**src/rtl/tct_pkg.sv**
```systemverilog
// shared types and constants of the touch calibration transform
package tct_pkg;

  localparam int unsigned RawW  = 12;
  localparam int unsigned CoefW = 32;
  localparam int unsigned OffW  = 48;
  localparam int unsigned ProdW = CoefW + RawW + 1;
  localparam int unsigned NumW  = 50;
  localparam int unsigned QW    = 17;
  localparam int unsigned DispW = 16;
  localparam int unsigned CfgIdxW = 3;
  localparam int unsigned CfgDataW = OffW;

  localparam logic [CfgIdxW-1:0] REG_COEF_A    = 3'd0;
  localparam logic [CfgIdxW-1:0] REG_COEF_B    = 3'd1;
  localparam logic [CfgIdxW-1:0] REG_COEF_C    = 3'd2;
  localparam logic [CfgIdxW-1:0] REG_COEF_D    = 3'd3;
  localparam logic [CfgIdxW-1:0] REG_COEF_E    = 3'd4;
  localparam logic [CfgIdxW-1:0] REG_COEF_F    = 3'd5;
  localparam logic [CfgIdxW-1:0] REG_DIVISOR_K = 3'd6;

  typedef struct packed {
    logic [NumW-1:0] rem_x;
    logic [NumW-1:0] rem_y;
    logic [QW-1:0]   q_x;
    logic [QW-1:0]   q_y;
    logic            neg_x;
    logic            neg_y;
    logic            ovf_x;
    logic            ovf_y;
  } div_t;

endpackage

```
**src/rtl/tct_mac.sv**
```systemverilog
// products, numerator sums and magnitude setup ahead of the divider row
module tct_mac import tct_pkg::*; (
  input  logic                    clk_i,
  input  logic                    rst_ni,
  input  logic signed [CoefW-1:0] coef_a_i,
  input  logic signed [CoefW-1:0] coef_b_i,
  input  logic signed [OffW-1:0]  coef_c_i,
  input  logic signed [CoefW-1:0] coef_d_i,
  input  logic signed [CoefW-1:0] coef_e_i,
  input  logic signed [OffW-1:0]  coef_f_i,
  input  logic signed [CoefW-1:0] divisor_k_i,
  input  logic                    valid_i,
  output logic                    ready_o,
  input  logic [RawW-1:0]         raw_x_i,
  input  logic [RawW-1:0]         raw_y_i,
  output logic                    valid_o,
  input  logic                    ready_i,
  output div_t                    data_o
);

  logic signed [RawW:0] xs, ys;
  logic signed [ProdW-1:0] pa_q, pb_q, pd_q, pe_q;
  logic signed [NumW-1:0] nx_q, ny_q;
  logic v1_q, v2_q, v3_q;
  logic r1, r2, r3;
  logic [NumW-1:0] mag_x, mag_y, lim;
  logic [CoefW-1:0] dk;
  div_t d3_q;

  assign xs = $signed({1'b0, raw_x_i});
  assign ys = $signed({1'b0, raw_y_i});

  assign r3 = !v3_q || ready_i;
  assign r2 = !v2_q || r3;
  assign r1 = !v1_q || r2;
  assign ready_o = r1;

  assign mag_x = nx_q[NumW-1] ? NumW'(-nx_q) : NumW'(nx_q);
  assign mag_y = ny_q[NumW-1] ? NumW'(-ny_q) : NumW'(ny_q);
  assign dk = divisor_k_i[CoefW-1] ? CoefW'(-divisor_k_i) : CoefW'(divisor_k_i);
  assign lim = NumW'(dk) << QW;

  always_ff @(posedge clk_i or negedge rst_ni) begin
    if (!rst_ni) begin
      v1_q <= 1'b0;
      v2_q <= 1'b0;
      v3_q <= 1'b0;
    end else begin
      if (r1) v1_q <= valid_i;
      if (r2) v2_q <= v1_q;
      if (r3) v3_q <= v2_q;
    end
  end

  always_ff @(posedge clk_i) begin
    if (r1 && valid_i) begin
      pa_q <= ProdW'(coef_a_i * xs);
      pb_q <= ProdW'(coef_b_i * ys);
      pd_q <= ProdW'(coef_d_i * xs);
      pe_q <= ProdW'(coef_e_i * ys);
    end
    if (r2 && v1_q) begin
      nx_q <= NumW'(pa_q) + NumW'(pb_q) + NumW'(coef_c_i);
      ny_q <= NumW'(pd_q) + NumW'(pe_q) + NumW'(coef_f_i);
    end
    if (r3 && v2_q) begin
      d3_q.rem_x <= mag_x;
      d3_q.rem_y <= mag_y;
      d3_q.q_x   <= '0;
      d3_q.q_y   <= '0;
      d3_q.neg_x <= nx_q[NumW-1] ^ divisor_k_i[CoefW-1];
      d3_q.neg_y <= ny_q[NumW-1] ^ divisor_k_i[CoefW-1];
      d3_q.ovf_x <= mag_x >= lim;
      d3_q.ovf_y <= mag_y >= lim;
    end
  end

  assign valid_o = v3_q;
  assign data_o  = d3_q;

endmodule

```
**config.mk**
```make
export PLATFORM = sky130hd
export DESIGN_NAME = tct_mac
export DESIGN_NICKNAME = d
export VERILOG_FILES = /design/src/rtl/tct_pkg.sv /design/src/rtl/tct_mac.sv
export SDC_FILE = /design/constraint.sdc
export NUM_CORES = 2
export LEC_CHECK = 0
export BUFFER_PORTS_ARGS = -buffer_cell sky130_fd_sc_hd__buf_4
export CORE_ASPECT_RATIO = 2
export CORE_MARGIN = 3
export CORE_UTILIZATION = 40
export CTS_CLUSTER_SIZE = 20
export DETAILED_ROUTE_END_ITERATION = 10
export PLACE_DENSITY_LB_ADDON = 0.08
export SETUP_SLACK_MARGIN = 0.4
export SKIP_LAST_GASP = 1
export SYNTH_ARGS = -nofsm -noshare
export SYNTH_HDL_FRONTEND = slang
export SYNTH_SLANG_ARGS = --single-unit
export TNS_END_PERCENT = 20
```
**constraint.sdc**
```tcl
create_clock -name clk_i -period 6.8 [get_ports clk_i]
set_input_delay 0.68 -clock clk_i [delete_from_list [all_inputs] [get_ports clk_i]]
set_output_delay 0.68 -clock clk_i [all_outputs]
set_load 0.05 [all_outputs]
```
; Word level (Yosys, flattened, before mapping)
; Cells that the tools add are included.
[word_totals]
register_bits = 387
in_bits = 284
wordCells = 42
[op_classes]
n_addsub = 7
mul = 4
magnitude_cmp = 2
mux = 3
bitwise_logic = 2
n_reduce_logical = 9
[op_table]
columns = cell, n
row1 = $mul 32x13->45, 4
row2 = $ge 50x49->1, 2
row3 = $mux 50, 2
row4 = $neg 50->50, 2
row5 = $add 46x48->49, 2
row6 = $add 45x45->46, 2
row7 = $mux 32, 1
row8 = $neg 32->32, 1
row9 = $logic_and 1x1->1, 3
row10 = $logic_not 1->1, 3
row11 = $logic_or 1x1->1, 3
row12 = $xor 1x1->1, 2

; Depth between registers and ports, before layout
[depth]
depth_word = 5
mapped_depth = 25
mapped_depth_nobuf = 22

; Least setup slack after synthesis
; OpenSTA, ideal clock, no wires.
[synth_path]
kind = input to register
start = in raw_y_i[7]
end = reg pe_q[43], data pin
arrival_time_ps = 6521
path_slack_ps = 72
cell_stages = 22
path_buffers = 2
cell_sequence = clkbuf_1 clkbuf_1 nand2_1 fa_1 inv_1 fa_1 fa_1 fa_1 inv_1 fa_1 inv_1 ha_1 nand2_1 nor2_1 o2111a_1 a221oi_1 or4b_2 a41oi_1 o311a_1 o21ai_0 mux2i_1 a2111oi_0
[synth_between]
elab_chain_cells = 1
[synth_rtl]
columns = element, line
row1 = start: declaration, tct_mac.sv:15  ; input logic [RawW-1:0] raw_y_i,
row2 = $mul 32x13->45, tct_mac.sv:60  ; pe_q <= ProdW'(coef_e_i * ys);
row3 = end signal: assignment, tct_mac.sv:60
row4 = end: declaration, tct_mac.sv:22  ; logic signed [ProdW-1:0] pa_q, pb_q, pd_q, pe_q;
; Every way passes these cells.
; A chain may end at the register's enable or synchronous reset.

; Worst setup path after layout
[layout_path]
start = in raw_x_i[7]
end = reg pd_q[43], data pin
[layout_between]
elab_chain_cells = 1
[layout_rtl]
columns = element, line
row1 = start: declaration, tct_mac.sv:14  ; input logic [RawW-1:0] raw_x_i,
row2 = $mul 32x13->45, tct_mac.sv:59  ; pd_q <= ProdW'(coef_d_i * xs);
row3 = end signal: assignment, tct_mac.sv:59
row4 = end: declaration, tct_mac.sv:22
; Every way passes these cells.

==> results.yml <==
global_routing:
  grt_start_max_net_pins: 121
  grt_pass1_vias: 62695
  antenna_found_initial: 29
  grt.total_usage_pct: 25.3
  grt_first_pass_wirelength_mm: 373
  grt-ovfl-total: 0
synth:
  ys.flop_type: "edfxtp_1"
  synth-seq-cells: 385
  synth_most_common_cell: "inv_1"
  synth_warnings: 0
  synth_top_cell_area_share_pct: 38.1
  synth_seq_area_share_pct: 15.1
  synth.avg_cell_area_um2: 9.40
  synth_top_area_cell: "fa_1"
  synth_common_cells: "1,833 x inv_1, 1,450 x fa_1, 1,025 x nand2_1"
  syn-cell-area_mm2: 0.0763
  synthCells: 8117
  synth_area_leaders: "fa_1 38%, edfxtp_1 15%, ha_1 9.1%"
  synthArstFlopShare_pct: 0.779
  yosys.cell_types.count: 80
  synth_edf_count: 382
worst_setup_path:
  slowest_stage: "fa_1"
  crit_chain: "buf_4, buf_12, buf_4, nand2_1, fa_1, inv_1, fa_1, fa_1, fa_1, inv_1, fa_1, inv_1, ha_1, buf_4, nand4_1, nor2_1, nand2_1, a21oi_1, o31ai_1, nand2b_1, a31oi_1, o21ai_0, xor2_1"
  crit_path_end_kind: "flop"
  critPathMaxStageDelay_ps: 590
  crit_top_cell: "fa_1"
  reg2reg_from: "nx_q[10]$_DFFE_PP_"
  worstSetupPathType: "in2reg"
  cp_data_arrival_time_ps: 6770
  critPathLaunchType: "input pin"
  cp.required_ps: 7170
  cp_max_fo: 14
  crit_path_start: "raw_x_i[7]"
placement:
  portBuffers: 389
  hpwl_mm: 215
  globalplace.congestion: 0.933
  pre_cts_slack_ps: -313
  dp.cells: 11034
sta:
  skew_ps: 30.1
  finalSetupViolCount: 0
  timing.final.ws_setup_ps: 397
  worstMarginPinSlew_ps: 1120
  period_needed_ps: 6400
  post-route-period-util_pct: 94.2
  relSlewSlack_pct: 24.6
  fmax_ghz: 0.156
  hold_viol_final: 0
  rsz0062_at_grt: "true"
  drv_slew: 0
detailed_routing:
  drc: 0
  drt-initial-drc-count: 2858
  viasPerCell: 5.08
  detail-route-antenna-nets: 0
  wl_per_cell_um: 22.1
  wirelength_mm: 246
  dr.pass1.iters: 6
  vias: 56511
final_layout:
  syn2layout_area_growth_pct: 12.2
  drive_gt1_share_pct: 10.4
  nets: 10865
  instances_no_fill: 11130
  fillers: 18586
clock_tree:
  clock_sinks: 385
  cts_tree: "built"
  clk_pin_slew_ps: 70
  clock_latency_ps: 620
  htreeDepth: 2
  ctsRootBufferMaster: "clkbuf_16"
  cts_made_buffers: 43
  clk_path_buf_depth: 3
min_path:
  min-delay-start: "valid_i"
  hold_class: "in2reg"
floorplan:
  dieArea_mm2: 0.196
  rows: 226
  die_height_um: 624
  io_pins: 424
  start_util_pct: 40.3
  core_mm2: 0.189
  fp.dieW_um: 315
status:
  status: "finished clean"
run:
  maxCapViolCount: 0
==> flip-flops by register name, summed over array words and instances (netlist names), 45 cells and up <==
register / cells
ny_q: 49
pb_q: 45
pd_q: 45
pe_q: 45
pa_q: 45
nx_q: 49
data_o: 104
==> cell type report <==
type | count | area (um2) | area share [%]
timing repair buffer | 776 | 6090 | 7.11
antenna | 14 | 35.0 | 0.0409
tap | 2508 | 3140 | 3.67
clock inverter | 32 | 358 | 0.418
multi-input combinational | 5535 | 56500 | 66.0
clock buffer | 47 | 1090 | 1.27
inverter | 1833 | 6880 | 8.04
sequential | 385 | 11500 | 13.5
==> metal layers <==
layer	GRT usage (%)	share of wire (%)	wire length, um
met1	26.3	35	85000
met2	49.8	56	138000
met3	2.70	3.7	9050
met4	11.9	5.6	13800
met5	0	0.075	184
==> through the flow <==
step	util (%)	hold WS (ps)	setup TNS, ps	instance area [um2]
5_1_grt	45.2	271	0	85600
3_5_place_dp	44.3	472	-4110	84000
4_1_cts	45.1	244	0	85500
6_report	45.2	277	0	85600
2_1_floorplan	-	384	0	76500
3_3_place_gp	44.3	471	-4640	84000
==> worst max-delay path, delay by kind of cell <==
family / cells / cell delay (ps)
adder cells (fa/ha/maj): 6 / 2970
buffers and inverters: 7 / 1040
AO/OA/AOI/OAI: 4 / 930
AND/OR/NAND/NOR: 5 / 730
XOR/XNOR: 1 / 400
==> what timing repair did <==
| action | 4_1_cts | 5_1_grt |
|---|---|---|
| pin swaps | 0 | 3 |
| endpoints found under the hold margin | 3 | 0 |
| resized for setup | 3 | 18 |
| hold buffers | 1 | 0 |
| setup endpoints to repair | 6 | 29 |
| setup buffers | 0 | 2 |
==> cell usage in the layout, fill, tap and decap left out, drive strengths merged, types with 23 or more instances in the layout <==
cell type / instances
nor2b: 38
a21o: 170
nand2: 1026
or4: 26
nand4: 55
edfxtp: 382
ha: 557
nand2b: 44
nand3: 53
o41ai: 26
nor2: 121
a211oi: 23
a21oi: 259
o21ai: 163
inv: 1844
o21bai: 37
nor3: 39
fa: 1450
xnor2: 273
and3: 31
and2: 700
buf: 775
xor2: 108
o21a: 34
clkbuf: 47
a31oi: 32
conb: 36
o31ai: 39
==> worst paths after layout <==
check,to,slack [ps],depth (start not counted)
worst max register to register,data_o[1]$_DFFE_PP_,700,19
max in group asynchronous,v1_q$_DFFE_PN0N_,6320,2
worst min-delay path,v1_q$_DFFE_PN0N_,280,2
worst max-delay path,pd_q[43]$_DFFE_PP_,400,23
min in group asynchronous,valid_o$_DFFE_PN0P_,390,2
worst min register to register,v2_q$_DFFE_PN0P_,500,1
==> cells by family (layout without fill, tap and decap cells) <==
logic type                 Yosys count  in the layout  share of synthesized area, %
adders and majority gates         2007           2007                          47.2
other                                1             50                       0.00492
muxes                                3              3                        0.0394
xor gates and xnor gates           381            381                          4.37
buffers and inverters             2232           2688                          11.2
AOI/OAI and AO/OA                  900            900                          7.69
DFF                                385            385                          15.1
and+or+nand+nor                   2208           2208                          14.4
Power is left out: the tool's default activity adds up to more than one toggle a clock period on the data nets, which glitch-free logic cannot reach.
