`src/rtl/tct_pkg.sv`:
```
// shared types and constants of the touch calibration transform
package tct_pkg;

  localparam int unsigned RawW  = 12;
  localparam int unsigned CoefW = 32;
  localparam int unsigned OffW  = 48;
  localparam int unsigned ProdW = CoefW + RawW + 1;
  localparam int unsigned NumW  = 50;
  localparam int unsigned QW    = 17;
  localparam int unsigned DispW = 16;
  localparam int unsigned CfgIdxW = 3;
  localparam int unsigned CfgDataW = OffW;

  localparam logic [CfgIdxW-1:0] REG_COEF_A    = 3'd0;
  localparam logic [CfgIdxW-1:0] REG_COEF_B    = 3'd1;
  localparam logic [CfgIdxW-1:0] REG_COEF_C    = 3'd2;
  localparam logic [CfgIdxW-1:0] REG_COEF_D    = 3'd3;
  localparam logic [CfgIdxW-1:0] REG_COEF_E    = 3'd4;
  localparam logic [CfgIdxW-1:0] REG_COEF_F    = 3'd5;
  localparam logic [CfgIdxW-1:0] REG_DIVISOR_K = 3'd6;

  typedef struct packed {
    logic [NumW-1:0] rem_x;
    logic [NumW-1:0] rem_y;
    logic [QW-1:0]   q_x;
    logic [QW-1:0]   q_y;
    logic            neg_x;
    logic            neg_y;
    logic            ovf_x;
    logic            ovf_y;
  } div_t;

endpackage

```
`src/rtl/tct_sat.sv`:
```
// sign restore, clamp to 16 bits and output register
module tct_sat import tct_pkg::*; (
  input  logic                    clk_i,
  input  logic                    rst_ni,
  input  logic                    k_nz_i,
  input  logic                    valid_i,
  output logic                    ready_o,
  input  div_t                    data_i,
  output logic                    valid_o,
  input  logic                    ready_i,
  output logic signed [DispW-1:0] disp_x_o,
  output logic signed [DispW-1:0] disp_y_o,
  output logic                    valid_res_o,
  output logic                    saturated_o
);

  localparam logic [QW-1:0] PosMax = QW'(2 ** (DispW - 1) - 1);
  localparam logic [QW-1:0] NegMax = QW'(2 ** (DispW - 1));

  logic valid_q;
  logic [DispW-1:0] x_q, y_q, x_d, y_d;
  logic vr_q, sat_q, sx, sy;

  always_comb begin
    sx = 1'b0;
    sy = 1'b0;
    if (data_i.neg_x) begin
      sx  = data_i.ovf_x || (data_i.q_x > NegMax);
      x_d = sx ? DispW'(NegMax) : DispW'(~data_i.q_x + 1'b1);
    end else begin
      sx  = data_i.ovf_x || (data_i.q_x > PosMax);
      x_d = sx ? DispW'(PosMax) : DispW'(data_i.q_x);
    end
    if (data_i.neg_y) begin
      sy  = data_i.ovf_y || (data_i.q_y > NegMax);
      y_d = sy ? DispW'(NegMax) : DispW'(~data_i.q_y + 1'b1);
    end else begin
      sy  = data_i.ovf_y || (data_i.q_y > PosMax);
      y_d = sy ? DispW'(PosMax) : DispW'(data_i.q_y);
    end
  end

  assign ready_o = !valid_q || ready_i;

  always_ff @(posedge clk_i or negedge rst_ni) begin
    if (!rst_ni) begin
      valid_q <= 1'b0;
    end else if (ready_o) begin
      valid_q <= valid_i;
    end
  end

  always_ff @(posedge clk_i) begin
    if (ready_o && valid_i) begin
      x_q   <= k_nz_i ? x_d : '0;
      y_q   <= k_nz_i ? y_d : '0;
      vr_q  <= k_nz_i;
      sat_q <= k_nz_i && (sx || sy);
    end
  end

  assign valid_o     = valid_q;
  assign disp_x_o    = $signed(x_q);
  assign disp_y_o    = $signed(y_q);
  assign valid_res_o = vr_q;
  assign saturated_o = sat_q;

endmodule

```
`config.mk`:
```
export PLATFORM = sky130hd
export DESIGN_NAME = tct_sat
export DESIGN_NICKNAME = d
export VERILOG_FILES = /design/src/rtl/tct_pkg.sv /design/src/rtl/tct_sat.sv
export SDC_FILE = /design/constraint.sdc
export NUM_CORES = 1
export LEC_CHECK = 0
export BUFFER_PORTS_ARGS = -buffer_cell sky130_fd_sc_hd__buf_2
export CAP_MARGIN = 20
export CORE_ASPECT_RATIO = 1.2
export CORE_MARGIN = 5
export CORE_UTILIZATION = 44
export DETAILED_ROUTE_END_ITERATION = 6
export PLACE_DENSITY = 0.95
export REMOVE_ABC_BUFFERS = 1
export SYNTH_ARGS = -nofsm -noshare
export SYNTH_HDL_FRONTEND = slang
export SYNTH_SLANG_ARGS = --single-unit
```
`constraint.sdc`:
```
create_clock -name clk_i -period 2.6 [get_ports clk_i]
set_clock_uncertainty 0.05 [all_clocks]
set_input_delay 0.26 -clock clk_i [delete_from_list [all_inputs] [get_ports clk_i]]
set_output_delay 0.26 -clock clk_i [all_outputs]
set_load 0.05 [all_outputs]
```
# [Word level (Yosys, flattened, before mapping)]
# Cells that the tools add are included.
[word_totals] input_bits=143 out_inout_bits=36 elab_cells=30 regBits=35
[classes] mux=8 reduce_logical=9 addsub=2 n_bitwise=2 n_lt_le_gt_ge=4
[op_table] op="16-bit two-way mux" count=6
[op_table] op="17-bit by 15-bit greater-than comparator with 1-bit output (second input constant)" count=2
[op_table] op="17-bit by 16-bit greater-than comparator with 1-bit output (second input constant)" count=2
[op_table] op="16-bit by 1-bit adder with 16-bit output (second input constant)" count=2
[op_table] op="16-bit NOT" count=2
[op_table] op="1-bit logical OR" count=6
[op_table] op="1-bit logical AND" count=2
[op_table] op="1-bit two-way mux" count=2
[op_table] op="1-bit zero test" count=1

# [Depth between registers and ports, before layout]
[logic_depth] ltp_word=5 ltp_mapped=8 ltp_nobuf=7

# [Least setup slack after synthesis]
# Ideal clock, no wire load.
[synth_timing] kind="reg-to-reg" from="register valid_q, in the netlist valid_o" to="register x_q[0], in the netlist disp_x_o[0], enable pin" required_ns=2.156 slack_ns=0.175 synth_period_minus_slack_ns=2.425 path_buffers=0 stages_incl_launch_ff=3 setup_time_ns=0.394 arrival_time_ns=1.981 path_cell_list="dfrtp_1 > nand2b_1 > and2_1"
[synth_between] elab_chain_cells=3
[synth_rtl] element="start: declaration" line_no="tct_sat.sv:20" source="logic valid_q;"
[synth_rtl] element="start signal: assignment" line_no="tct_sat.sv:49" source="valid_q <= valid_i;"
[synth_rtl] element="1-bit zero test" line_no="tct_sat.sv:43" source="assign ready_o = !valid_q || ready_i;"
[synth_rtl] element="1-bit logical OR" line_no="tct_sat.sv:43"
[synth_rtl] element="named net ready_o" line_no="tct_sat.sv:7" source="output logic ready_o,"
[synth_rtl] element="1-bit logical AND" line_no="tct_sat.sv:54" source="if (ready_o && valid_i) begin"
[synth_rtl] element="end signal: assignment" line_no="tct_sat.sv:55" source="x_q <= k_nz_i ? x_d : '0;"
[synth_rtl] element="end: declaration" line_no="tct_sat.sv:21" source="logic [DispW-1:0] x_q, y_q, x_d, y_d;"
# The timed path passes the listed nets, and every way through them passes these cells.
# A chain may end at the register's enable or synchronous reset.

# [Worst setup path after layout]
[layout_timing] from="input port data_i[4] (netlist name)" to="register y_q[12], in the netlist disp_y_o[12] (data pin)"
[layout_between] elab_chain_cells=4 word_cells_on_any_way=9 cone_classes="add/sub: 1; order compare: 2; mux: 3; bitwise: 1; reduce/logical: 2"
[layout_rtl] element="start: declaration" line_no="tct_sat.sv:8" source="input div_t data_i,"
[layout_rtl] element="16-bit NOT, or another cell as far along" line_no="tct_sat.sv:36" source="y_d = sy ? DispW'(NegMax) : DispW'(~data_i.q_y + 1'b1);"
[layout_rtl] element="16-bit by 1-bit adder with 16-bit output, or another cell as far along" line_no="tct_sat.sv:36"
[layout_rtl] element="16-bit two-way mux (on tied branches)" line_no="tct_sat.sv:36, tct_sat.sv:39"
[layout_rtl] element="16-bit two-way mux *" line_no="tct_sat.sv:34" source="if (data_i.neg_y) begin"
[layout_rtl] element="end signal: assignment" line_no="tct_sat.sv:56" source="y_q <= k_nz_i ? y_d : '0;"
[layout_rtl] element="end: declaration" line_no="tct_sat.sv:21"
# Every way passes the cells marked *; elsewhere a longest branch is shown, timed or not.

==> results.tsv <==
stage	metric	value	unit
worst_setup_path	critPathLaunchType	input port	
synthesis	synth_edf_count	34	
place	io_buffers	78	
timing	finalSetupViolations	0	
floorplan	die_w	78.3	um
power_and_ir_drop	p_leak	0.00120	uW
run_status	status	finished clean	
cells_and_area	antenna_cells	0	
synthesis	ys.flop_type	edfxtp_1	
power_and_ir_drop	p_per_area	462	mW/mm^2
timing	slew_violations	0	
job	drv_cap	0	
cts	cts_buffers	5	
hold_path	min_path_type	in2reg	
global_routing	grt_max_degree	35	
synthesis	ys_ff_latch	35	
synthesis	yosysTopAreaCellShare	41.4	%
cts	cts_max_level	2	
cells_and_area	fill_cells	489	
worst_setup_path	worstSetupEndpointType	flip-flop	
synthesis	ys_warn_count	0	
route	vias_per_cell	6.17	
floorplan	io_pins	179	
route	drcViolationCount	0	
place	place_hpwl	5.15	mm
synthesis	avgSynthCellArea	9.37	sq um
floorplan	num_rows	29	
synthesis	seq_area_frac_synth	42.4	%
cells_and_area	layout_commonest_cell	buf_2	
synthesis	synth_cell_types	55	
timing	tightest_slew	0.628	ns
worst_setup_path	path_class	in2reg	
cells_and_area	final_nets	499	
timing	grt_setup_unrepaired	false	
timing	tns	0	ns
worst_setup_path	crit_required	2.55	ns
cells_and_area	syn2layout_area_growth	25.4	%
synthesis	yosys.area.top_type	edfxtp_1	
timing	slew_headroom	57.8	%
global_routing	grtUsageTotal	19.9	%
cts	clk-insertion-delay-late	0.27	ns
place	pre_cts_ws	0.0437	ns
route	wirelength	6.96	mm
synthesis	netlist_area	0.00246	sq mm
synthesis	synthArstFlopShare	2.86	%
route	vias	2561	
cells_and_area	layout-drive-gt1-share	32.9	%
power_and_ir_drop	max-vdd-ir-drop	0.000261	V
floorplan	die-area	0.00721	sq mm
cts	clock-sinks	35	
global_routing	grt_pass1_wl	11.8	mm
timing	post-route-min-period	2.30	ns
timing	fmax	0.434	GHz
floorplan	start_util	45.9	%
timing	fin_hold_ws	0.139	ns
worst_setup_path	crit_arrival	2.25	ns
floorplan	die_y	92.0	um
cts	cts_root_buf	clkbuf_8	
route	drtAntennaViolNets	0	
cts	path_clk_slew	0.06	ns
cts	clock_path_buffers	2	
floorplan	core-area	0.00537	sq mm
route	drtIter0Drc	274	
timing	layout_worst_path_cycle_share	88.5	%
timing	worst_slack	0.298	ns
route	routedWlPerCell	16.8	um
worst_setup_path	cp_max_fo	3	
place	gp_congestion	0.947	
route	dr.pass1.iters	5	
cts	cts_tree	yes	
timing	hold_viol_final	0	
global_routing	antenna_found_initial	0	
worst_setup_path	rrSetupSlack	1.20	ns
global_routing	grt.overflow.total	0	
global_routing	grt_pass1_vias	2465	
synthesis	synthTopCellsByArea	edfxtp_1 (41%), a21oi_1 (5.1%), nor3_1 (3.7%)	
synthesis	syn_inst	263	
cells_and_area	layout_common_cells	buf_2 (78), edfxtp_1 (34), a21oi_1 (25)	
[cells by family (layout without fill, tap and decap cells)]
kind of cell | after synthesis | count (layout) | share of synthesized area (%)
buf+inv | 27 | 117 | 4.67
fa+ha+maj | 4 | 4 | 2.03
compound gates | 86 | 86 | 25.1
flops | 35 | 35 | 42.4
simple gates | 108 | 108 | 24.7
xor+xnor | 3 | 3 | 1.07
[per-layer routing]
metal	track usage [%]	share of wire [%]	up-vias
met5	0	0	-
met4	5.83	1.4	0
met2	32.5	48	148
met3	4.22	7.9	10
li1	-	-	1207
met1	26.6	42	1196
[state kept, by name, indices dropped and copies added, names as in the netlist]
name and count:
disp_y_o 16, disp_x_o 16, valid_o 1, valid_res_o 1
saturated_o 1
[path summary, 6_finish.rpt]
path / cells past startpoint / endpoint / start
worst max register to register: 3 / disp_y_o[11]$_SDFFCE_PN0P_ / valid_o$_DFFE_PN0N_
min in group asynchronous: 2 / valid_o$_DFFE_PN0N_ / rst_ni
worst max-delay path: 9 / disp_y_o[12]$_SDFFCE_PN0P_ / data_i[4]
max in group asynchronous: 2 / valid_o$_DFFE_PN0N_ / rst_ni
worst min register to register: 2 / valid_o$_DFFE_PN0N_ / valid_o$_DFFE_PN0N_
worst min-delay path: 2 / valid_o$_DFFE_PN0N_ / valid_i
[stage by stage]
step	utilization (%)	power, uW	area (sq um)	std cells
floorplan	-	914	2390	247
global placement	55.9	1060	3000	406
detailed placement	55.9	1070	3000	406
CTS	57.6	1430	3090	415
global route	57.6	1500	3090	415
finish	57.6	1430	3090	415
[where the power goes]
group / switching, uW / total (uW) / internal (uW) / leakage, uW
clock: 186 / 368 / 183 / 0.0000403
sequential: 7.86 / 670 / 662 / 0.000344
combinational: 279 / 390 / 111 / 0.000812
total: 472 / 1430 / 956 / 0.00120
[synthesized netlist by cell type (5+ instances only)]
cell	count
or4_1	7
nand2_1	22
clkbuf_1	12
nor4_1	6
nand4_1	7
inv_1	11
a211oi_1	5
nor2_1	16
o21ai_0	13
o31a_1	7
a21boi_0	6
nand3_1	7
nor3_1	18
edfxtp_1	34
a21oi_1	25
[repair_timing]
| action | in CTS | in global routing |
|---|---|---|
| setup buffers | 0 | 0 |
| endpoints found under the setup margin | 0 | 0 |
| resized for setup | 0 | 0 |
| hold endpoints to repair | 1 | 0 |
| hold buffers | 1 | 0 |
[critical path, cell delays in order]
cell and delay, ns:
buf_2 0.10, inv_1 0.05, ha_1 0.16, or4b_1 0.52
buf_4 0.18, nor4_1 0.36, nand4_1 0.20, a311oi_1 0.31
nor3_1 0.10
[layout make-up]
type | count | area, sq um | area share (%)
multi-input cells | 201 | 1300 | 42.2
flip-flops and latches | 35 | 1050 | 33.8
repair buffers | 98 | 543 | 17.6
well taps | 62 | 77.6 | 2.51
clock buffers | 6 | 72.6 | 2.35
inverters | 11 | 41.3 | 1.34
clock inverters | 2 | 7.51 | 0.243
No activity file was read; power rests on OpenSTA's default activity.
