[src/rtl/tct_pkg.sv]
// shared types and constants of the touch calibration transform
package tct_pkg;

  localparam int unsigned RawW  = 12;
  localparam int unsigned CoefW = 32;
  localparam int unsigned OffW  = 48;
  localparam int unsigned ProdW = CoefW + RawW + 1;
  localparam int unsigned NumW  = 50;
  localparam int unsigned QW    = 17;
  localparam int unsigned DispW = 16;
  localparam int unsigned CfgIdxW = 3;
  localparam int unsigned CfgDataW = OffW;

  localparam logic [CfgIdxW-1:0] REG_COEF_A    = 3'd0;
  localparam logic [CfgIdxW-1:0] REG_COEF_B    = 3'd1;
  localparam logic [CfgIdxW-1:0] REG_COEF_C    = 3'd2;
  localparam logic [CfgIdxW-1:0] REG_COEF_D    = 3'd3;
  localparam logic [CfgIdxW-1:0] REG_COEF_E    = 3'd4;
  localparam logic [CfgIdxW-1:0] REG_COEF_F    = 3'd5;
  localparam logic [CfgIdxW-1:0] REG_DIVISOR_K = 3'd6;

  typedef struct packed {
    logic [NumW-1:0] rem_x;
    logic [NumW-1:0] rem_y;
    logic [QW-1:0]   q_x;
    logic [QW-1:0]   q_y;
    logic            neg_x;
    logic            neg_y;
    logic            ovf_x;
    logic            ovf_y;
  } div_t;

endpackage

[src/rtl/tct_div_cell.sv]
// one restoring division cell: settles one quotient bit for x and y
module tct_div_cell import tct_pkg::*; #(
  parameter int unsigned Bit = 0
) (
  input  logic             clk_i,
  input  logic             rst_ni,
  input  logic [CoefW-1:0] dk_i,
  input  logic             valid_i,
  output logic             ready_o,
  input  div_t             data_i,
  output logic             valid_o,
  input  logic             ready_i,
  output div_t             data_o
);

  logic valid_q;
  div_t data_q, data_d;
  logic [NumW-1:0] sub;
  logic ge_x, ge_y;

  assign sub  = NumW'(dk_i) << Bit;
  assign ge_x = data_i.rem_x >= sub;
  assign ge_y = data_i.rem_y >= sub;

  always_comb begin
    data_d = data_i;
    if (ge_x) begin
      data_d.rem_x    = data_i.rem_x - sub;
      data_d.q_x[Bit] = 1'b1;
    end
    if (ge_y) begin
      data_d.rem_y    = data_i.rem_y - sub;
      data_d.q_y[Bit] = 1'b1;
    end
  end

  assign ready_o = !valid_q || ready_i;

  always_ff @(posedge clk_i or negedge rst_ni) begin
    if (!rst_ni) begin
      valid_q <= 1'b0;
    end else if (ready_o) begin
      valid_q <= valid_i;
    end
  end

  always_ff @(posedge clk_i) begin
    if (ready_o && valid_i) data_q <= data_d;
  end

  assign valid_o = valid_q;
  assign data_o  = data_q;

endmodule

[config.mk]
export PLATFORM = sky130hd
export DESIGN_NAME = tct_div_cell
export DESIGN_NICKNAME = d
export VERILOG_FILES = /design/src/rtl/tct_pkg.sv /design/src/rtl/tct_div_cell.sv
export SDC_FILE = /design/constraint.sdc
export NUM_CORES = 1
export LEC_CHECK = 0
export BUFFER_PORTS_ARGS = -buffer_cell sky130_fd_sc_hd__buf_2
export CAP_MARGIN = 20
export CORE_UTILIZATION = 56
export DETAILED_ROUTE_END_ITERATION = 10
export MAX_ROUTING_LAYER = met4
export PLACE_DENSITY = 0.88
export SKIP_CTS_REPAIR_TIMING = 1
export SYNTH_ARGS = -nofsm -noshare
export SYNTH_HDL_FRONTEND = slang
export SYNTH_SLANG_ARGS = --single-unit
[constraint.sdc]
create_clock -name clk_i -period 8.5 [get_ports clk_i]
set_input_delay 0.425 -clock clk_i [delete_from_list [all_inputs] [get_ports clk_i]]
set_output_delay 0.425 -clock clk_i [all_outputs]
set_load 0.01 [all_outputs]
# Yosys cells after proc, flatten, opt, wreduce, memory -nomap -nowiden
# Index checks and enable logic that the tools add are counted.
# word_totals
in_bits	174
reg_bits	139
elab_cells	20
output_inout_bits	140
# classes
n_reduce_logical	3
addsub	2
order_cmp	2
n_mux	2
# op_table
cell	count
$ge A50 B32 Y1	2
$mux W50	2
$sub A50 B32 Y50	2
$logic_and A1 B1 Y1	1
$logic_not A1 Y1	1
$logic_or A1 B1 Y1	1

# Depth between registers and ports, before layout
# Gate-level depths: netlist of run 1.
# depth
ltp_word	3
ltp_mapped	14
mapped_depth_nobuf	12

# Worst setup path before layout of run 1
# Ideal clock, no wire load.
# synth_timing
path_type	input to register
start	input port ready_i
end	register data_q (netlist bit data_o[0]), enable pin
setup_ns	0.514
arrival_time_ns	3.810
slack_ns	4.176
n_path_buf	0
required_time_ns	7.986
path_stages	2
path_cell_list	nand2b_1 > and2_1
# synth_between
elab_chain_len	2
# synth_lines
item	line	text
from (decl)	tct_div_cell.sv:12	input logic ready_i,
$logic_or A1 B1 Y1	tct_div_cell.sv:37	assign ready_o = !valid_q || ready_i;
$logic_and A1 B1 Y1	tct_div_cell.sv:48	if (ready_o && valid_i) data_q <= data_d;
to (signal assigned)	tct_div_cell.sv:48	
to (decl)	tct_div_cell.sv:17	div_t data_q, data_d;
# No other way between the ends.
# A chain may end at the register's enable or synchronous reset.

==> flow_metrics.tcl, run 1 <==
set metrics [dict create \
    clock.fmax_mhz 316.3 \
    report.final.slew_viol_count 0 \
    num_vias 9072 \
    cts_tree "done" \
    relSlewSlack_pct 36.13 \
    io_buffers 313 \
    drt-pass1-iter-count 5 \
    crit_type "input port to flop" \
    synth-compound-area-share_pct 17.98 \
    cts.clk_slew.worst_paths_ns 0.07 \
    critPathMaxStageDelay_ns 0.41 \
    ys_ff_latch 139 \
    ys_seq_area_share_pct 42.76 \
    fp-row-count 47 \
    area_delta_synth_final_pct 23.75 \
    synth_top_flop_cell "edfxtp_1" \
    finalClockSkew_ns 0.01061 \
    dp_hpwl_um 22990 \
    grt_pass1_wl_um 44540 \
    synth_edf_count 138 \
    min_path_type "input port to flop" \
    end_kind "flop" \
    routed_via_density 5.887 \
    synth-xor-area-share_pct 7.905 \
    netlist_instances 1008 \
    rsz0062_at_grt "false" \
    wl_per_cell_um 18.96 \
    grt_remaining_overflow 0 \
    worst_ep_arrival_time_ns 3.35 \
    critPathTopFamily "compound AO/OA/AOI/OAI gates" \
    synth_mux_area_share_pct 1.219 \
    synth_common_cells "138 x edfxtp_1, 108 x a21oi_1, 93 x nor2_1" \
    final_nets 1542 \
    cp_slowest_cell "a311oi_2" \
    path_cells "buf_2, inv_1, ha_1, inv_1, fa_1, a21oi_1, o211ai_1, a311oi_2, a211oi_1, o31ai_1, and2_1, buf_4, and4bb_1, xor2_1" \
    yosysUniqueCellTypes 77 \
    drive_gt1_share_pct 29.51 \
    tightest_slew_ns 0.9580 \
    timing.final.ws_setup_ns 5.338 \
    cellPowerDensity_nw_per_um2 180.6 \
    whs_path_depth 1 \
    setup_viol 0 \
    cp_data_required_time_ns 8.68 \
    async_reset_ff_share_pct 0.7194 \
    synth_fp_nets 1248 \
    min_period_ns 3.162 \
    status "finished, final reports clean" \
    initial_core_util_pct 57.98 \
    numCtsBuffers 17 \
    gp_congestion 0.9324 \
    critical_path_peak_fanout 34 \
    grt_pass1_vias 8609 \
    yosys-top-cells-area "edfxtp_1 42%, ha_1 8.2%, a21oi_1 5.5%" \
    total_leakage_power_nw 5.192 \
    pre_cts_slack_ns 4.947 \
    fp.dieH_um 134.0 \
    synth_fa_ha_area_share_pct 8.623 \
    max_cap_violations 0 \
    yosysMostFrequentCell "edfxtp_1" \
    synth_top_family_by_area "compound AO/OA/AOI/OAI gates" \
    initialDrtViolationCount 710 \
    netlist_area_um2 9751 \
    synth_area_per_cell_um2 9.673 \
    wl_um 29220 \
    cts.sinks 139 \
    io_pins 314 \
    worstSetupStartpointType "input port" \
    synth_warnings 0 \
    synthSimpleGateAreaFrac_pct 17.58 \
    worstSkewPairLatency_ns 0.44 \
    register_area_um2 4169 \
    nFillCells 1303 \
    ir_drop_mv 0.1598 \
    period_share_pct 37.20 \
    cp.depth 14 \
    ctsLongestPathBuffers 2 \
    grt_max_degree 71 \
    ant_nets 0 \
    die_w_um 134.0 \
    synth.largest_area_cell "edfxtp_1" \
    ctsHtreeMaxLevel 4 \
    reg2reg_depth 3 \
    core_area_um2 16820 \
    die_area_um2 17940 \
    track_usage_pct 33.48 \
    worst-r2r-setup-slack_ns 5.98 \
    drc_errors 0 \
    critPathBufInv 4 \
    tns_ns 0 \
    multiInputGateArea_um2 5200 \
    antenna_found_initial 6 \
    synth_top_area_share_pct 42.50 \
    cpMostUsedCell "inv_1" \
    cts_root_buffer "clkbuf_16" \
    hold_viol 0 \
]
## layer usage
layer  vias up  global-route usage (%)  part of all wire (%)
met5         -                       -                     0
met4         0                   14.02                   3.5
met3        68                   7.483                   9.0
met2       479                   55.33                    49
met1      4182                   39.34                    38
li1       4343                       -                     -
## area by class of cell
type / count / share of cell area (%)
Sequential cell: 139 / 34.55
Clock buffer: 17 / 3.526
Clock inverter: 15 / 1.649
Antenna cell: 6 / 0.1244
Tap cell: 220 / 2.281
Inverter: 49 / 1.524
Timing Repair Buffer: 317 / 13.25
Multi-Input combinational cell: 778 / 43.09
## sequential cells by signal, indices dropped and copies added (netlist names)
register and cells:
data_o 138, valid_o 1
## through the flow
stage | hold WS [ns] | cells | utilization [%] | cell area, um^2 | total power, mW
3_5_place_dp | 0.2015 | 1502 | 67.88 | 11420 | 1.402
2_1_floorplan | 0.1294 | 1008 | - | 9751 | 1.213
3_3_place_gp | 0.2001 | 1502 | 67.88 | 11420 | 1.391
4_1_cts | -0.2516 | 1534 | 71.60 | 12040 | 2.179
5_1_grt | 0.1508 | 1541 | 71.75 | 12070 | 2.263
6_report | 0.1722 | 1541 | 71.75 | 12070 | 2.179
## path summary, 6_finish.rpt
path / endpoint / start
worst max-delay path: data_o[82]$_DFFE_PP_ / data_i[38]
worst min-delay path: data_o[33]$_DFFE_PP_ / data_i[33]
worst max register to register: data_o[48]$_DFFE_PP_ / valid_o$_DFFE_PN0N_
worst min register to register: valid_o$_DFFE_PN0N_ / valid_o$_DFFE_PN0N_
max in group asynchronous: valid_o$_DFFE_PN0N_ / rst_ni
min in group asynchronous: valid_o$_DFFE_PN0N_ / rst_ni
## where the power goes
part           total [mW]  switching (mW)  internal, mW  leakage (nW)
Clock               0.779           0.331         0.448         0.298
Sequential          0.852          0.0162         0.836          1.32
Combinational       0.547           0.324         0.223          3.57
## layout by cell type (no fill, tap or decap), types with 6 or more instances in the layout
master,n
or3_1,6
nor3_1,24
a21oi_1,108
buf_2,313
nand4_1,22
ha_1,64
or2_2,6
o31ai_1,10
nand2_1,77
diode_2,6
inv_1,49
nand2b_1,16
a21o_1,25
nor2b_1,7
xor2_1,37
nor4_1,12
and2_1,8
o21bai_1,7
nand3_1,30
nor2_1,93
xnor2_1,51
a211oi_1,14
clkbuf_16,17
o21ai_0,58
edfxtp_1,138
and3_1,10
## logic make-up (layout without fill, tap and decap cells)
group,after synthesis,count (layout)
AO/OA/AOI/OAI,277,277
XOR/XNOR,88,88
adder cells (fa/ha/maj),66,66
buffers and inverters,91,398
flip-flops,139,139
multiplexers,9,9
other,0,6
AND/OR/NAND/NOR,338,338
Note: power is estimated with default switching activity, not from simulation.
==> inputs of run 2 (changes only) <==
--- a/config.mk
+++ b/config.mk
@@ -7,10 +7,10 @@
 export LEC_CHECK = 0
 export BUFFER_PORTS_ARGS = -buffer_cell sky130_fd_sc_hd__buf_2
 export CAP_MARGIN = 20
-export CORE_UTILIZATION = 56
+export CORE_UTILIZATION = 47
 export DETAILED_ROUTE_END_ITERATION = 10
 export MAX_ROUTING_LAYER = met4
-export PLACE_DENSITY = 0.88
+export PLACE_DENSITY = 0.79
 export SKIP_CTS_REPAIR_TIMING = 1
 export SYNTH_ARGS = -nofsm -noshare
 export SYNTH_HDL_FRONTEND = slang
==> constraint.sdc (replaced) <==
create_clock -name clk_i -period 2.7 [get_ports clk_i]
set_input_delay 0.135 -clock clk_i [delete_from_list [all_inputs] [get_ports clk_i]]
set_output_delay 0.135 -clock clk_i [all_outputs]
set_load 0.01 [all_outputs]
==> run 2 against run 1 <==
  * Final cell count up 14%
  * Combinational power rose to 3.6 times the previous value
  * Total power rose to 3.2 times the previous value
  * Flip-flop and latch count unchanged
  * Sequential share of layout area down 3.7 points
  * Clock-buffer cell count unchanged
  * Register-to-register slack worse by 4.9 ns
  * Highest routed layer unchanged
==> flow_metrics.tcl, run 2 (same netlist as run 1, synthesis figures left out) <==
set metrics [dict create \
    crit_type "input port to flop" \
    ctsHtreeMaxLevel 4 \
    final_common_cell "buf_2" \
    reg2reg_depth 3 \
    drc_errors 0 \
    end_kind "flop" \
    track_usage_pct 29.19 \
    period_share_pct 92.75 \
    io_pins 314 \
    grt_pass1_vias 9050 \
    ant_nets 0 \
    swShare_pct 31.20 \
    dp_hpwl_um 24350 \
    antenna_found_initial 6 \
    min_to "data_o[44]$_DFFE_PP_" \
    hp-start "data_i[44]" \
    worst_ep_arrival_time_ns 2.69 \
    fp-row-count 52 \
    grt_pass1_wl_um 46750 \
    cts_root_buffer "clkbuf_16" \
    status "finished, final reports clean" \
    switchingPower_mw 2.207 \
    finalClockSkew_ns 0.008245 \
    ir_drop_mv 0.3997 \
    relSlewSlack_pct 59.38 \
    max_cap_violations 0 \
    clock.fmax_mhz 399.3 \
    cp_slowest_cell "fa_1" \
    min_path_type "input port to flop" \
    initialDrtViolationCount 681 \
    design_area_um2 13530 \
    die_area_um2 21330 \
    dpl_cell_area_um2 12520 \
    die_w_um 146.0 \
    numCtsBuffers 17 \
    clkPwrFrac_pct 33.9 \
    path_cells "buf_2, inv_1, ha_1, inv_1, fa_1, a21oi_2, o211ai_1, a311oi_2, buf_4, a21oi_1, a41o_1, a32oi_2, buf_4, and4bb_1, xor2_1" \
    cts_tree "done" \
    gp_congestion 0.9638 \
    p_total_mw 7.072 \
    cts.sinks 139 \
    rsz0062_at_grt "false" \
    num_vias 9609 \
    cp_data_required_time_ns 2.89 \
    hold_viol 0 \
    cts.clk_slew.worst_paths_ns 0.07 \
    wl_per_cell_um 17.81 \
    grt_remaining_overflow 0 \
    drive_gt1_share_pct 34.89 \
    total_leakage_power_nw 5.985 \
    worst-r2r-setup-slack_ns 1.09 \
    critPathMaxStageDelay_ns 0.41 \
    final_nets 1709 \
    grt_max_degree 50 \
    area_delta_synth_final_pct 38.74 \
    layout_common_cells "313 x buf_2, 138 x edfxtp_1, 125 x buf_4, 107 x a21oi_1, 93 x nor2_1" \
    pwr-share-seq_pct 37.9 \
    min_period_ns 2.504 \
    core_area_um2 20300 \
    pre_cts_slack_ns -0.2589 \
    largest_reg_flops 138 \
    tightest_slew_ns 0.6016 \
    worstSkewPairLatency_ns 0.43 \
    ctsLongestPathBuffers 2 \
    fp.dieH_um 146.0 \
    drt-pass1-iter-count 5 \
    critical_path_peak_fanout 8 \
    worstSetupStartpointType "input port" \
    setup_viol 0 \
    whs_path_depth 3 \
    timing.final.ws_setup_ns 0.1957 \
    report.final.slew_viol_count 0 \
    routed_via_density 5.466 \
    cellPowerDensity_nw_per_um2 522.8 \
    reg2reg_to "data_o[51]$_DFFE_PP_" \
    initial_core_util_pct 48.03 \
    pwr-share-comb_pct 28.2 \
    worstReg2RegStart "valid_o$_DFFE_PN0N_" \
    io_buffers 313 \
    internal-power_mw 4.865 \
    wl_um 31300 \
]
-- run 2: cell types whose count changed in the layout (fill, tap and decap cells not counted), sizes merged --
cell         change
bufinv           -1
clkinv           -2
inv              +3
dlygate4sd3     +39
buf            +128
-- run 2: layout make-up --
type | instances | area [um^2]
clock inverter | 15 | 167.7
multi-input combinational | 778 | 5204
antenna | 6 | 15.01
clock buffer | 17 | 425.4
timing repair buffer | 484 | 3025
fill | 1614 | 6771
tap | 270 | 337.8
sequential | 139 | 4169
inverter | 49 | 183.9
-- run 2: critical path, delay by kind of cell --
| kind | cells | cell delay (ns) |
|---|---|---|
| buf+inv | 5 | 0.58 |
| xor+xnor | 1 | 0.07 |
| simple gates | 1 | 0.23 |
| compound gates | 6 | 1.12 |
| fa+ha+maj | 2 | 0.56 |
-- run 2: routing by layer --
metal	routed length (um)	vias to the layer above	GRT usage, %
met3	2334	56	6.406
met2	15490	428	49.21
li1	-	4692	-
met4	854	0	10.21
met5	0	-	-
met1	12630	4433	34.39
-- run 2: per-stage QoR --
stage | cells | TNS [ns] | hold slack, ns | utilization [%]
final | 1758 | 0 | 0.002330 | 66.64
after global routing | 1758 | 0 | 0.001734 | 66.64
after CTS | 1712 | 0 | -0.5485 | 64.58
after detailed placement | 1680 | -9.426 | -0.08949 | 61.66
after global placement | 1680 | -4.550 | -0.08918 | 61.66
after floorplan | 1008 | 0 | -0.1606 | -
-- run 2: power groups by stage --
stage	sequential [mW]	combinational [mW]	clock, mW
floorplan	2.82	0.988	0
global placement	2.73	1.88	0
detailed placement	2.72	1.91	0
CTS	2.68	1.92	2.43
global route	2.69	2.17	2.51
finish	2.68	1.99	2.40
-- run 2: how the worst max path moves through the flow --
stage	from	end	cells after the start
6_report	data_i[38]	data_o[82]$_DFFE_PP_	15
5_1_grt	dk_i[0]	data_o[134]$_DFFE_PP_	14
4_1_cts	data_i[38]	data_o[82]$_DFFE_PP_	15
3_5_place_dp	data_i[38]	data_o[82]$_DFFE_PP_	15
3_3_place_gp	data_i[38]	data_o[82]$_DFFE_PP_	15
2_1_floorplan	data_i[38]	data_o[82]$_DFFE_PP_	13
==> inputs of run 3 (changes only) <==
--- a/config.mk
+++ b/config.mk
@@ -7,7 +7,10 @@
 export LEC_CHECK = 0
 export BUFFER_PORTS_ARGS = -buffer_cell sky130_fd_sc_hd__buf_2
 export CAP_MARGIN = 20
-export CORE_UTILIZATION = 47
+export CELL_PAD_IN_SITES_DETAIL_PLACEMENT = 1
+export CELL_PAD_IN_SITES_GLOBAL_PLACEMENT = 2
+export CORE_MARGIN = 2
+export CORE_UTILIZATION = 28
 export DETAILED_ROUTE_END_ITERATION = 10
 export MAX_ROUTING_LAYER = met4
 export PLACE_DENSITY = 0.79
==> run 3 against run 2 <==
  * The flow now finishes with violations (hold timing)
  * Flip-flop and latch count did not move
  * Clock power about the same
  * Clock-buffer cell count up 3
  * Total power rose by 2.6%
  * Final cell count grew 15%
  * Register-to-register slack got worse by 0.10 ns
  * Highest routed layer unchanged
==> flow_metrics.tcl, run 3 (same netlist as run 1, synthesis figures left out) <==
set metrics [dict create \
    status "finished with violations" \
    failed_checks "hold timing" \
    cts_tree "done" \
    die_area_um2 36330 \
    finalClockSkew_ns 0.01346 \
    final_nets 1785 \
    grt_pass1_vias 10200 \
    layout_common_cells "313 x buf_2, 193 x buf_4, 138 x edfxtp_1, 105 x a21oi_1, 93 x nor2_1" \
    initial_core_util_pct 28.30 \
    ir_drop_mv 0.4687 \
    gp_congestion 0.8861 \
    crit_type "input port to flop" \
    min_path_type "input port to flop" \
    report.final.slew_viol_count 0 \
    core_area_um2 34460 \
    relSlewSlack_pct 57.09 \
    area_delta_synth_final_pct 47.36 \
    critical_path_peak_fanout 8 \
    routed-wl-met2_um 18680 \
    ctsLongestPathBuffers 2 \
    drt-pass1-iter-count 6 \
    io_buffers 313 \
    fp-row-count 68 \
    drive_gt1_share_pct 37.61 \
    period_share_pct 94.17 \
    grt_remaining_overflow 0 \
    top_layer "met4" \
    end_kind "flop" \
    final_common_cell "buf_2" \
    worstSetupStartpointType "input port" \
    ctsHtreeMaxLevel 4 \
    cts.clk_slew.worst_paths_ns 0.06 \
    placed_cells 1931 \
    initialDrtViolationCount 386 \
    drt-met1-wl_um 16500 \
    routed_via_density 4.864 \
    cts_root_buffer "clkbuf_16" \
    wl_um 38450 \
    wl_met3_um 2527 \
    cp_data_required_time_ns 2.89 \
    io_pins 314 \
    clock.fmax_mhz 393.3 \
    track_usage_pct 21.31 \
    p_total_mw 7.257 \
    worstSkewPairLatency_ns 0.46 \
    antenna_found_initial 17 \
    total_leakage_power_nw 6.339 \
    tightest_slew_ns 0.6355 \
    die_w_um 190.6 \
    worst-r2r-setup-slack_ns 0.99 \
    min_period_ns 2.543 \
    wl_per_cell_um 18.95 \
    hold_viol 3 \
    instances_no_fill 2029 \
    worst_ep_arrival_time_ns 2.73 \
    max_cap_violations 0 \
    cts.sinks 139 \
    cellPowerDensity_nw_per_um2 505.1 \
    num_vias 9870 \
    dp_hpwl_um 31220 \
    final_core_util_pct 41.70 \
    grt_pass1_wl_um 57060 \
    numCtsBuffers 17 \
    setup_viol 0 \
    drc_errors 0 \
    hold_ws_ns -0.01692 \
    ant_nets 0 \
    grt_max_degree 37 \
    largest_reg_flops 138 \
    fp.dieH_um 190.6 \
]
==> run 3: through the flow <==
stage / setup slack [ns] / cell area [um^2] / TNS, ns
after floorplan: 0.05050 / 9753 / 0
after global placement: -0.2636 / 13230 / -13.30
after detailed placement: -0.3808 / 13230 / -22.15
after CTS: 0.08536 / 13810 / 0
after global routing: -0.01830 / 14370 / -0.01830
final: 0.1574 / 14370 / 0
==> run 3: layout make-up <==
class,instances,area (um^2)
Antenna cell,16,40.04
Clock buffer,20,446.7
Clock inverter,12,136.4
Fill cell,4084,20090
Inverter,49,183.9
Multi-Input combinational cell,778,5218
Sequential cell,139,4169
Tap cell,455,569.3
Timing Repair Buffer,560,3606
==> run 3: worst paths after layout <==
kind                                   endpoint                start  cells past startpoint
max                        data_o[74]$_DFFE_PP_           data_i[38]                     15
min                        data_o[55]$_DFFE_PP_           data_i[55]                      3
max reg2reg                data_o[99]$_DFFE_PP_  valid_o$_DFFE_PN0N_                      3
min reg2reg                 data_o[2]$_DFFE_PP_  valid_o$_DFFE_PN0N_                      2
max in group asynchronous   valid_o$_DFFE_PN0N_               rst_ni                      3
min in group asynchronous   valid_o$_DFFE_PN0N_               rst_ni                      3
==> run 3: report_power, final <==
group | leakage, nW | internal (mW) | switching (mW)
Sequential | 1.32 | 2.63 | 0.0568
Combinational | 4.74 | 1.02 | 1.15
Clock | 0.278 | 1.39 | 1.01
==> run 3: metal layers <==
metal | vias to the layer above | track usage, %
met2 | 282 | 35.36
met5 | - | -
met1 | 4711 | 24.88
met3 | 38 | 6.073
li1 | 4839 | -
met4 | 0 | 6.828
==> run 3: critical path, stage by stage <==
cell,delay [ns]
buf_2,0.10
inv_1,0.05
ha_1,0.16
inv_1,0.05
fa_1,0.40
a21oi_2,0.18
o211ai_1,0.12
a311oi_2,0.29
buf_4,0.17
a21oi_1,0.10
a41o_1,0.29
a32oi_2,0.17
buf_4,0.19
nand4_1,0.14
xnor2_1,0.18
